===== src/rtl/core/upd_pkg.sv =====
// ----------------------------------------------------------------------------
// upd_pkg
// Shared types, character codes and the hex digit helper of the url decoder.
// ----------------------------------------------------------------------------
`default_nettype none

package upd_pkg;

    localparam int unsigned CFG_W       = 13;
    localparam int unsigned CHAR_W      = 8;
    localparam logic [CFG_W-1:0] BUF_SIZE_RESET = CFG_W'(256);

    localparam logic [CHAR_W-1:0] CH_PERCENT = 8'h25;
    localparam logic [CHAR_W-1:0] CH_PLUS    = 8'h2B;
    localparam logic [CHAR_W-1:0] CH_SPACE   = 8'h20;
    localparam logic [CHAR_W-1:0] CH_NUL     = 8'h00;
    localparam logic [CHAR_W-1:0] HEX_LETTER_BASE = 8'd10;

    // result queue sizing: one item may push two results
    localparam int unsigned FIFO_DEPTH = 4;
    localparam int unsigned FIFO_AW    = 2;
    localparam int unsigned FIFO_CW    = 3;

    typedef enum logic [2:0] {
        PH_PLAIN = 3'b001,
        PH_PCT   = 3'b010,
        PH_DIGIT = 3'b100
    } t_phase;

    typedef struct packed {
        logic [CHAR_W-1:0] ch;
        logic              last;
    } t_result;

    typedef struct packed {
        logic [1:0] count;
        t_result    first;
        t_result    second;
    } t_push;

    // hex digits map to 0..15, any other byte stays as it is
    function automatic logic [CHAR_W-1:0] nibble_of(input logic [CHAR_W-1:0] c);
        logic [CHAR_W-1:0] v;
        if (c >= 8'h30 && c <= 8'h39) begin
            v = c - 8'h30;
        end else if (c >= 8'h41 && c <= 8'h46) begin
            v = c - 8'h41 + HEX_LETTER_BASE;
        end else if (c >= 8'h61 && c <= 8'h66) begin
            v = c - 8'h61 + HEX_LETTER_BASE;
        end else begin
            v = c;
        end
        return v;
    endfunction

endpackage

`default_nettype wire


===== src/rtl/core/upd_core.sv =====
// ----------------------------------------------------------------------------
// upd_core
// Escape phase, held digit and budget; classifies one byte per valid cycle.
// ----------------------------------------------------------------------------
`default_nettype none

module upd_core
    import upd_pkg::*;
#(
    parameter int unsigned MAX_BUFFER = 4096
) (
    input  wire logic              i_clk,
    input  wire logic              i_rst_n,
    input  wire logic              i_cfg_valid,
    input  wire logic [CFG_W-1:0]  i_cfg_data,
    input  wire logic              i_in_valid,
    input  wire logic [CHAR_W-1:0] i_in_char,
    input  wire logic              i_in_last,
    output t_push                  o_push
);

    localparam int unsigned BW = (MAX_BUFFER > 1) ? $clog2(MAX_BUFFER) : 1;

    logic [CFG_W-1:0]  r_buffer_size;
    t_phase            r_phase, n_phase;
    logic [CHAR_W-1:0] r_held, n_held;
    logic [BW-1:0]     r_budget, n_budget;
    logic              r_loaded, n_loaded;

    logic [31:0]       w_bs_ext;
    logic [BW-1:0]     w_load;
    logic [BW-1:0]     w_bud;
    logic [CHAR_W-1:0] w_n1, w_n2;
    t_push             w_push;

    // budget taken at the first byte of a string, clamped to the max size
    always_comb begin
        w_bs_ext = 32'(r_buffer_size);
        if (w_bs_ext > 32'(MAX_BUFFER)) begin
            w_load = BW'(MAX_BUFFER - 1);
        end else if (w_bs_ext == 32'd0) begin
            w_load = '0;
        end else begin
            w_load = BW'(w_bs_ext - 32'd1);
        end
        w_bud = r_loaded ? r_budget : w_load;
        w_n1  = nibble_of(r_held);
        w_n2  = nibble_of(i_in_char);
    end

    always_comb begin
        n_phase  = r_phase;
        n_held   = r_held;
        n_budget = r_budget;
        n_loaded = r_loaded;
        w_push   = '0;
        if (i_in_valid) begin
            if (i_in_last) begin
                // a held non-% byte after a cut escape is output alone
                if (r_phase == PH_DIGIT && w_bud != '0) begin
                    if (r_held == CH_PLUS) begin
                        w_push.first = '{ch: CH_SPACE, last: 1'b0};
                        w_push.count = 2'd1;
                    end else if (r_held != CH_PERCENT) begin
                        w_push.first = '{ch: r_held, last: 1'b0};
                        w_push.count = 2'd1;
                    end
                end
                if (r_buffer_size != '0) begin
                    if (w_push.count == 2'd0) begin
                        w_push.first = '{ch: CH_NUL, last: 1'b1};
                        w_push.count = 2'd1;
                    end else begin
                        w_push.second = '{ch: CH_NUL, last: 1'b1};
                        w_push.count  = 2'd2;
                    end
                end
                n_phase  = PH_PLAIN;
                n_held   = '0;
                n_budget = '0;
                n_loaded = 1'b0;
            end else begin
                n_loaded = 1'b1;
                n_budget = w_bud;
                case (r_phase)
                    PH_PCT: begin
                        n_held  = i_in_char;
                        n_phase = PH_DIGIT;
                    end
                    PH_DIGIT: begin
                        w_push.first = '{ch: {w_n1[3:0], 4'b0000} | w_n2, last: 1'b0};
                        w_push.count = 2'd1;
                        n_phase      = PH_PLAIN;
                        n_held       = '0;
                    end
                    default: begin
                        n_phase = PH_PLAIN;
                        if (w_bud != '0) begin
                            n_budget = w_bud - BW'(1);
                            if (i_in_char == CH_PERCENT) begin
                                n_phase = PH_PCT;
                            end else if (i_in_char == CH_PLUS) begin
                                w_push.first = '{ch: CH_SPACE, last: 1'b0};
                                w_push.count = 2'd1;
                            end else begin
                                w_push.first = '{ch: i_in_char, last: 1'b0};
                                w_push.count = 2'd1;
                            end
                        end
                    end
                endcase
            end
        end
    end

    always_ff @(posedge i_clk) begin
        if (!i_rst_n) begin
            r_buffer_size <= BUF_SIZE_RESET;
            r_phase       <= PH_PLAIN;
            r_held        <= '0;
            r_budget      <= '0;
            r_loaded      <= 1'b0;
        end else begin
            if (i_cfg_valid) begin
                r_buffer_size <= i_cfg_data;
            end
            r_phase  <= n_phase;
            r_held   <= n_held;
            r_budget <= n_budget;
            r_loaded <= n_loaded;
        end
    end

    assign o_push = w_push;

endmodule

`default_nettype wire


===== src/rtl/core/upd_out_fifo.sv =====
// ----------------------------------------------------------------------------
// upd_out_fifo
// Small queue taking up to two results a cycle, one out per ready cycle.
// ----------------------------------------------------------------------------
`default_nettype none

module upd_out_fifo
    import upd_pkg::*;
(
    input  wire logic              i_clk,
    input  wire logic              i_rst_n,
    input  wire t_push             i_push,
    output logic                   o_room,
    output logic                   o_m_tvalid,
    input  wire logic              i_m_tready,
    output logic [CHAR_W-1:0]      o_m_tdata,
    output logic                   o_m_tlast
);

    t_result              r_mem [FIFO_DEPTH];
    logic [FIFO_AW-1:0]   r_wr_ptr, n_wr_ptr;
    logic [FIFO_AW-1:0]   r_rd_ptr, n_rd_ptr;
    logic [FIFO_CW-1:0]   r_count, n_count;
    logic [FIFO_AW-1:0]   w_wr_ptr_nxt;
    logic                 w_pop;

    assign w_pop        = (r_count != '0) && i_m_tready;
    assign w_wr_ptr_nxt = r_wr_ptr + FIFO_AW'(1);

    always_comb begin
        n_wr_ptr = r_wr_ptr + FIFO_AW'(i_push.count);
        n_rd_ptr = r_rd_ptr + FIFO_AW'(w_pop);
        n_count  = r_count + FIFO_CW'(i_push.count) - FIFO_CW'(w_pop);
    end

    always_ff @(posedge i_clk) begin
        if (i_push.count != 2'd0) begin
            r_mem[r_wr_ptr] <= i_push.first;
        end
        if (i_push.count == 2'd2) begin
            r_mem[w_wr_ptr_nxt] <= i_push.second;
        end
    end

    always_ff @(posedge i_clk) begin
        if (!i_rst_n) begin
            r_wr_ptr <= '0;
            r_rd_ptr <= '0;
            r_count  <= '0;
        end else begin
            r_wr_ptr <= n_wr_ptr;
            r_rd_ptr <= n_rd_ptr;
            r_count  <= n_count;
        end
    end

    // two free slots needed since one request can make two results
    assign o_room     = (r_count <= FIFO_CW'(FIFO_DEPTH - 2));
    assign o_m_tvalid = (r_count != '0);
    assign o_m_tdata  = r_mem[r_rd_ptr].ch;
    assign o_m_tlast  = r_mem[r_rd_ptr].last;

endmodule

`default_nettype wire


===== src/rtl/core/url_percent_decoder.sv =====
// ----------------------------------------------------------------------------
// url_percent_decoder
// Form-style url percent decoder streaming one byte per request.
// ----------------------------------------------------------------------------
// flow: a request is held in the input register and taken by the core
//   once the queue has room; results leave one per cycle on i_m_tready
// throughput: one request per cycle while the queue has room; an end
//   request after a cut escape makes two results; queue depth is four
// reset: synchronous active low; clears escape state, budget and the queue,
//   buffer size returns to 256
`default_nettype none

module url_percent_decoder
    import upd_pkg::*;
#(
    parameter int unsigned MAX_BUFFER = 4096
) (
    input  wire logic              i_clk,
    input  wire logic              i_rst_n,
    // configuration write
    input  wire logic              i_cfg_valid,
    output logic                   o_cfg_ready,
    input  wire logic [CFG_W-1:0]  i_cfg_data,   // buffer_size
    // input stream
    input  wire logic              i_s_tvalid,
    output logic                   o_s_tready,
    input  wire logic [7:0]        i_s_tdata,    // [7:0] in_char
    input  wire logic              i_s_tlast,    // end_of_string
    // output stream
    output logic                   o_m_tvalid,
    input  wire logic              i_m_tready,
    output logic [7:0]             o_m_tdata,    // [7:0] out_char
    output logic                   o_m_tlast     // out_last
);

    logic              r_in_valid;
    logic [CHAR_W-1:0] r_in_char;
    logic              r_in_last;
    logic              w_room;
    logic              w_take;
    logic              w_accept;
    t_push             w_push;

    assign w_take      = r_in_valid && w_room;
    assign o_s_tready  = !r_in_valid || w_take;
    assign w_accept    = i_s_tvalid && o_s_tready;
    assign o_cfg_ready = 1'b1;

    always_ff @(posedge i_clk) begin
        if (!i_rst_n) begin
            r_in_valid <= 1'b0;
        end else if (o_s_tready) begin
            r_in_valid <= i_s_tvalid;
        end
    end

    always_ff @(posedge i_clk) begin
        if (w_accept) begin
            r_in_char <= i_s_tdata;
            r_in_last <= i_s_tlast;
        end
    end

    upd_core #(
        .MAX_BUFFER (MAX_BUFFER)
    ) u_core (
        .i_clk       (i_clk),
        .i_rst_n     (i_rst_n),
        .i_cfg_valid (i_cfg_valid),
        .i_cfg_data  (i_cfg_data),
        .i_in_valid  (w_take),
        .i_in_char   (r_in_char),
        .i_in_last   (r_in_last),
        .o_push      (w_push)
    );

    upd_out_fifo u_out_fifo (
        .i_clk      (i_clk),
        .i_rst_n    (i_rst_n),
        .i_push     (w_push),
        .o_room     (w_room),
        .o_m_tvalid (o_m_tvalid),
        .i_m_tready (i_m_tready),
        .o_m_tdata  (o_m_tdata),
        .o_m_tlast  (o_m_tlast)
    );

endmodule

`default_nettype wire

===== config.mk =====
export PLATFORM = sky130hd
export DESIGN_NAME = url_percent_decoder
export DESIGN_NICKNAME = d
export VERILOG_FILES = /design/src/rtl/core/upd_pkg.sv /design/src/rtl/core/upd_core.sv /design/src/rtl/core/upd_out_fifo.sv /design/src/rtl/core/url_percent_decoder.sv
export SDC_FILE = /design/constraint.sdc
export NUM_CORES = 1
export LEC_CHECK = 0
export ABC_CLOCK_PERIOD_IN_PS = 6850
export BUFFER_PORTS_ARGS = -buffer_cell sky130_fd_sc_hd__buf_2
export CAP_MARGIN = 20
export CORE_MARGIN = 3
export CORE_UTILIZATION = 40
export CTS_BUF_LIST = sky130_fd_sc_hd__clkbuf_8
export CTS_CLUSTER_DIAMETER = 150
export DETAILED_ROUTE_END_ITERATION = 10
export GPL_ROUTABILITY_DRIVEN = 0
export SLEW_MARGIN = 20
export SYNTH_ARGS = -nofsm -noshare
export SYNTH_HDL_FRONTEND = slang
export SYNTH_HIERARCHICAL = 1
export SYNTH_SLANG_ARGS = --single-unit

===== constraint.sdc =====
create_clock -name i_clk -period 6.85 [get_ports i_clk]
set_input_delay 0.3425 -clock i_clk [delete_from_list [all_inputs] [get_ports i_clk]]
set_output_delay 0.3425 -clock i_clk [all_outputs]
set_load 0.05 [all_outputs]

==> reports/results.tsv <==
stage	metric	value	unit
outcome	status	completed	
cts	clock-sinks	90	
cts	clk_pin_slew_worst_paths	0.09	ns
synth	syn_inst	602	
global_routing	grt_pass1_vias	4532	
floorplan	io_pins	39	
global_routing	grt_max_degree	38	
floorplan	fp-row-count	44	
timing	finalCriticalPeriod	5.81	ns
timing	fin_crit_sh	84.8	%
timing	hold_viol_final	0	
pwr	leakagePower	2.32	nW
cts	numCtsBuffers	9	
synth	yosys_warnings	6	
timing	setup_viol_count_final	0	
global_routing	grt_use_met1	24.7	%
cells_and_area	multi_input_area	3440	um2
pwr	sequentialPowerShare	44.8	%
job	cap_violations	0	
critical_path	endpoint_kind	flip-flop	
synth	synth_cell_types	83	
critical_path	rrSetupSlack	1.04	ns
cells_and_area	n_fill_cell	1406	
cells_and_area	fin_nets	657	
worst_hold_path	min_path_cells	1	
drt	drc	0	
place	port_buffers	37	
cells_and_area	layout_common_cells	edfxtp_1 (45), dfxtp_1 (45), buf_2 (37), mux2_2 (37), nor2_1 (33)	
floorplan	fp.dieW	128	um
floorplan	die_h	128	um
drt	drt-initial-drc-count	523	
drt	wl_per_cell	17.7	um
timing	finalClockSkew	0.0137	ns
cts	cts.path.max_buffers	2	
critical_path	required	6.85	ns
synth	synth_top_area_share	22.5	%
cts	root_buffer	clkbuf_8	
drt	first_pass_iters	5	
drt	viasPerCell	5.88	
synth	netlist_area	6000	um2
worst_hold_path	hold_path_class	input pin to flip-flop	
cells_and_area	area_growth	7.05	%
floorplan	dieArea	16500	um2
global_routing	met3_usage	2.28	%
pwr	clkPwrFrac	25.0	%
cts	cts_tree	done	
cts	cts_max_level	3	
drt	wirelength	14200	um
drt	vias	4701	
global_routing	antenna_found_initial	0	
cts	cts_resized	0	
global_routing	grt_use_total	17.7	%
place	place_area	6210	um2
critical_path	crit_path_max_incr_delay	0.71	ns
synth	syn_avg_cell_area	9.96	um2
cells_and_area	n_antenna_cell	0	
global_routing	grtUsageMet2	28.6	%
timing	tns	0	ns
synth	ys_ff_latch	90	
place	dp_hpwl	10000	um
cells_and_area	final_cell_area	6420	um2
cells_and_area	seq_area	2250	um2
pwr	p_comb_share	30.2	%
floorplan	initial_core_util	41.1	%
cts	post_cts_buffers	0	
cells_and_area	fin_cells	800	
critical_path	crit_path_top_delay_cell	a21oi_1	
timing	slew_violations	0	
pwr	ir_drop	0.0993	mV
synth	synthTopCellsByArea	edfxtp_1 (23%), dfxtp_1 (15%), mux2_2 (6.9%), ha_1 (3.8%), mux2i_1 (3.7%)	
global_routing	grt-ovfl-total	0	
pwr	power_density	236	nW/um2
critical_path	worstPathMaxFanout	22	
critical_path	reg2reg_depth	13	
synth	ys_seq_area_share	37.6	%
timing	rsz0062_at_grt	false	
pwr	p_sw_share	36.1	%
timing	relSlewSlack	37.4	%
timing	max_freq	172	MHz
synth	ys_async_sr_fraction	0	%
place	dpl.cell_count	784	
global_routing	grt_busiest_layer	met2	
critical_path	cp_cell_sequence	inv_1 > ha_1 > or4b_1 > or4_4 > maj3_1 > mux2i_1 > ha_1 > nand2_1 > or3_1 > o311a_1 > o311a_1 > or3b_2 > a21oi_1	
pwr	netSwitchingPower	0.000548	W
floorplan	core_area	14600	um2
drt	ant_nets	0	
pwr	p_int	0.000970	W
synth	synth_top_area_cell	edfxtp_1	
global_routing	grt_pass1_wl	23500	um
timing	worst_hold_slack	0.154	ns
cts	cts_hold_buf	0	
synth	synth_edf_count	45	
critical_path	worstSetupStartpointType	flip-flop	
timing	tightest_slew	0.936	ns
synth	synth_top_flop_cell	edfxtp_1	
critical_path	crit_arrival	5.81	ns
cts	clk_latency	0.37	ns
cells_and_area	drive_above_1_share	20.5	%
critical_path	critPathKind	flip-flop to flip-flop	
==> worst max-delay path, delay by kind of cell (launching register included) <==
kind / cells / cell delay [ns]
fa+ha+maj: 3 / 0.82
buf+inv: 1 / 0.10
mux: 1 / 0.29
simple gates: 5 / 2.40
compound gates: 3 / 1.48
flops: 1 / 0.35
==> cell type report <==
| class | instances | area share (%) |
|---|---|---|
| multi-input cells | 447 | 53.6 |
| flip-flops and latches | 90 | 35.1 |
| well taps | 184 | 3.59 |
| repair buffers | 41 | 3.35 |
| clock buffers | 9 | 1.93 |
| inverters | 22 | 1.29 |
| clock inverters | 7 | 1.17 |
==> path summary, 6_finish.rpt <==
check,start,end
hold reg to reg,u_core/r_budget[11]$_SDFFE_PN0P_,u_core/r_budget[11]$_SDFFE_PN0P_
hold / removal,i_s_tdata[4],r_in_char[4]$_DFFE_PP_
setup / recovery,u_core/r_buffer_size[0]$_SDFFE_PN0P_,u_out_fifo/r_mem[2][1]$_DFFE_PP_
setup reg to reg,u_core/r_buffer_size[0]$_SDFFE_PN0P_,u_out_fifo/r_mem[2][1]$_DFFE_PP_
==> registers in the layout, indices dropped and copies added (netlist names), 2 cells and up <==
name / cells
u_out_fifo/r_rd_ptr: 2
u_out_fifo/r_wr_ptr: 2
u_core/r_budget: 12
u_out_fifo/r_mem: 36
u_out_fifo/r_count: 3
u_core/r_held: 8
u_core/r_buffer_size: 13
r_in_char: 8
u_core/r_phase: 3
==> logic make-up after synthesis <==
logic type	share of synthesized area (%)
other	0.125
adder cells (fa/ha/maj)	4.61
AND/OR/NAND/NOR	19.2
flip-flops	37.6
multiplexers	14.0
AO/OA/AOI/OAI	16.4
buffers and inverters	5.70
XOR/XNOR	2.36
==> synthesized netlist by cell type (7+ instances only) <==
cell       n
nand3_1   14
buf_2      8
mux4_2     9
nand2b_1   8
mux2_2    37
xnor2_1   10
mux2i_1   22
inv_1     22
o21ai_0   18
clkbuf_1  25
o31ai_1   15
nand2_1   31
nor2b_1   27
a31oi_1    8
nor4_1     8
nand4_1    7
a22oi_1    9
nor3_1    10
o21ai_1    7
or4_1      7
a21oi_1   20
ha_1      18
nor2_1    33
buf_4     10
edfxtp_1  45
dfxtp_1   45
==> metrics by stage <==
step           utilization (%)  total power [W]  setup slack [ns]
5_1_grt                   44.0          0.00160             0.719
3_3_place_gp              42.6          0.00114              1.27
4_1_cts                   43.9          0.00153              1.04
3_5_place_dp              42.6          0.00115              1.07
6_report                  44.0          0.00152              1.04
2_1_floorplan                -          0.00105              1.73
==> layer usage <==
layer / up-vias / share of wire (%)
met5: - / 0
met4: 0 / 1.4
met3: 18 / 4.5
met2: 134 / 47
met1: 2271 / 47
li1: 2278 / -
==> power groups by stage <==
stage	Clock [W]	Sequential (W)	Combinational, W
finish	0.000379	0.000679	0.000459
global route	0.000410	0.000690	0.000503
CTS	0.000395	0.000680	0.000459
detailed placement	0	0.000693	0.000456
global placement	0	0.000691	0.000449
floorplan	0	0.000645	0.000406
(Power assumes the default switching activity.)
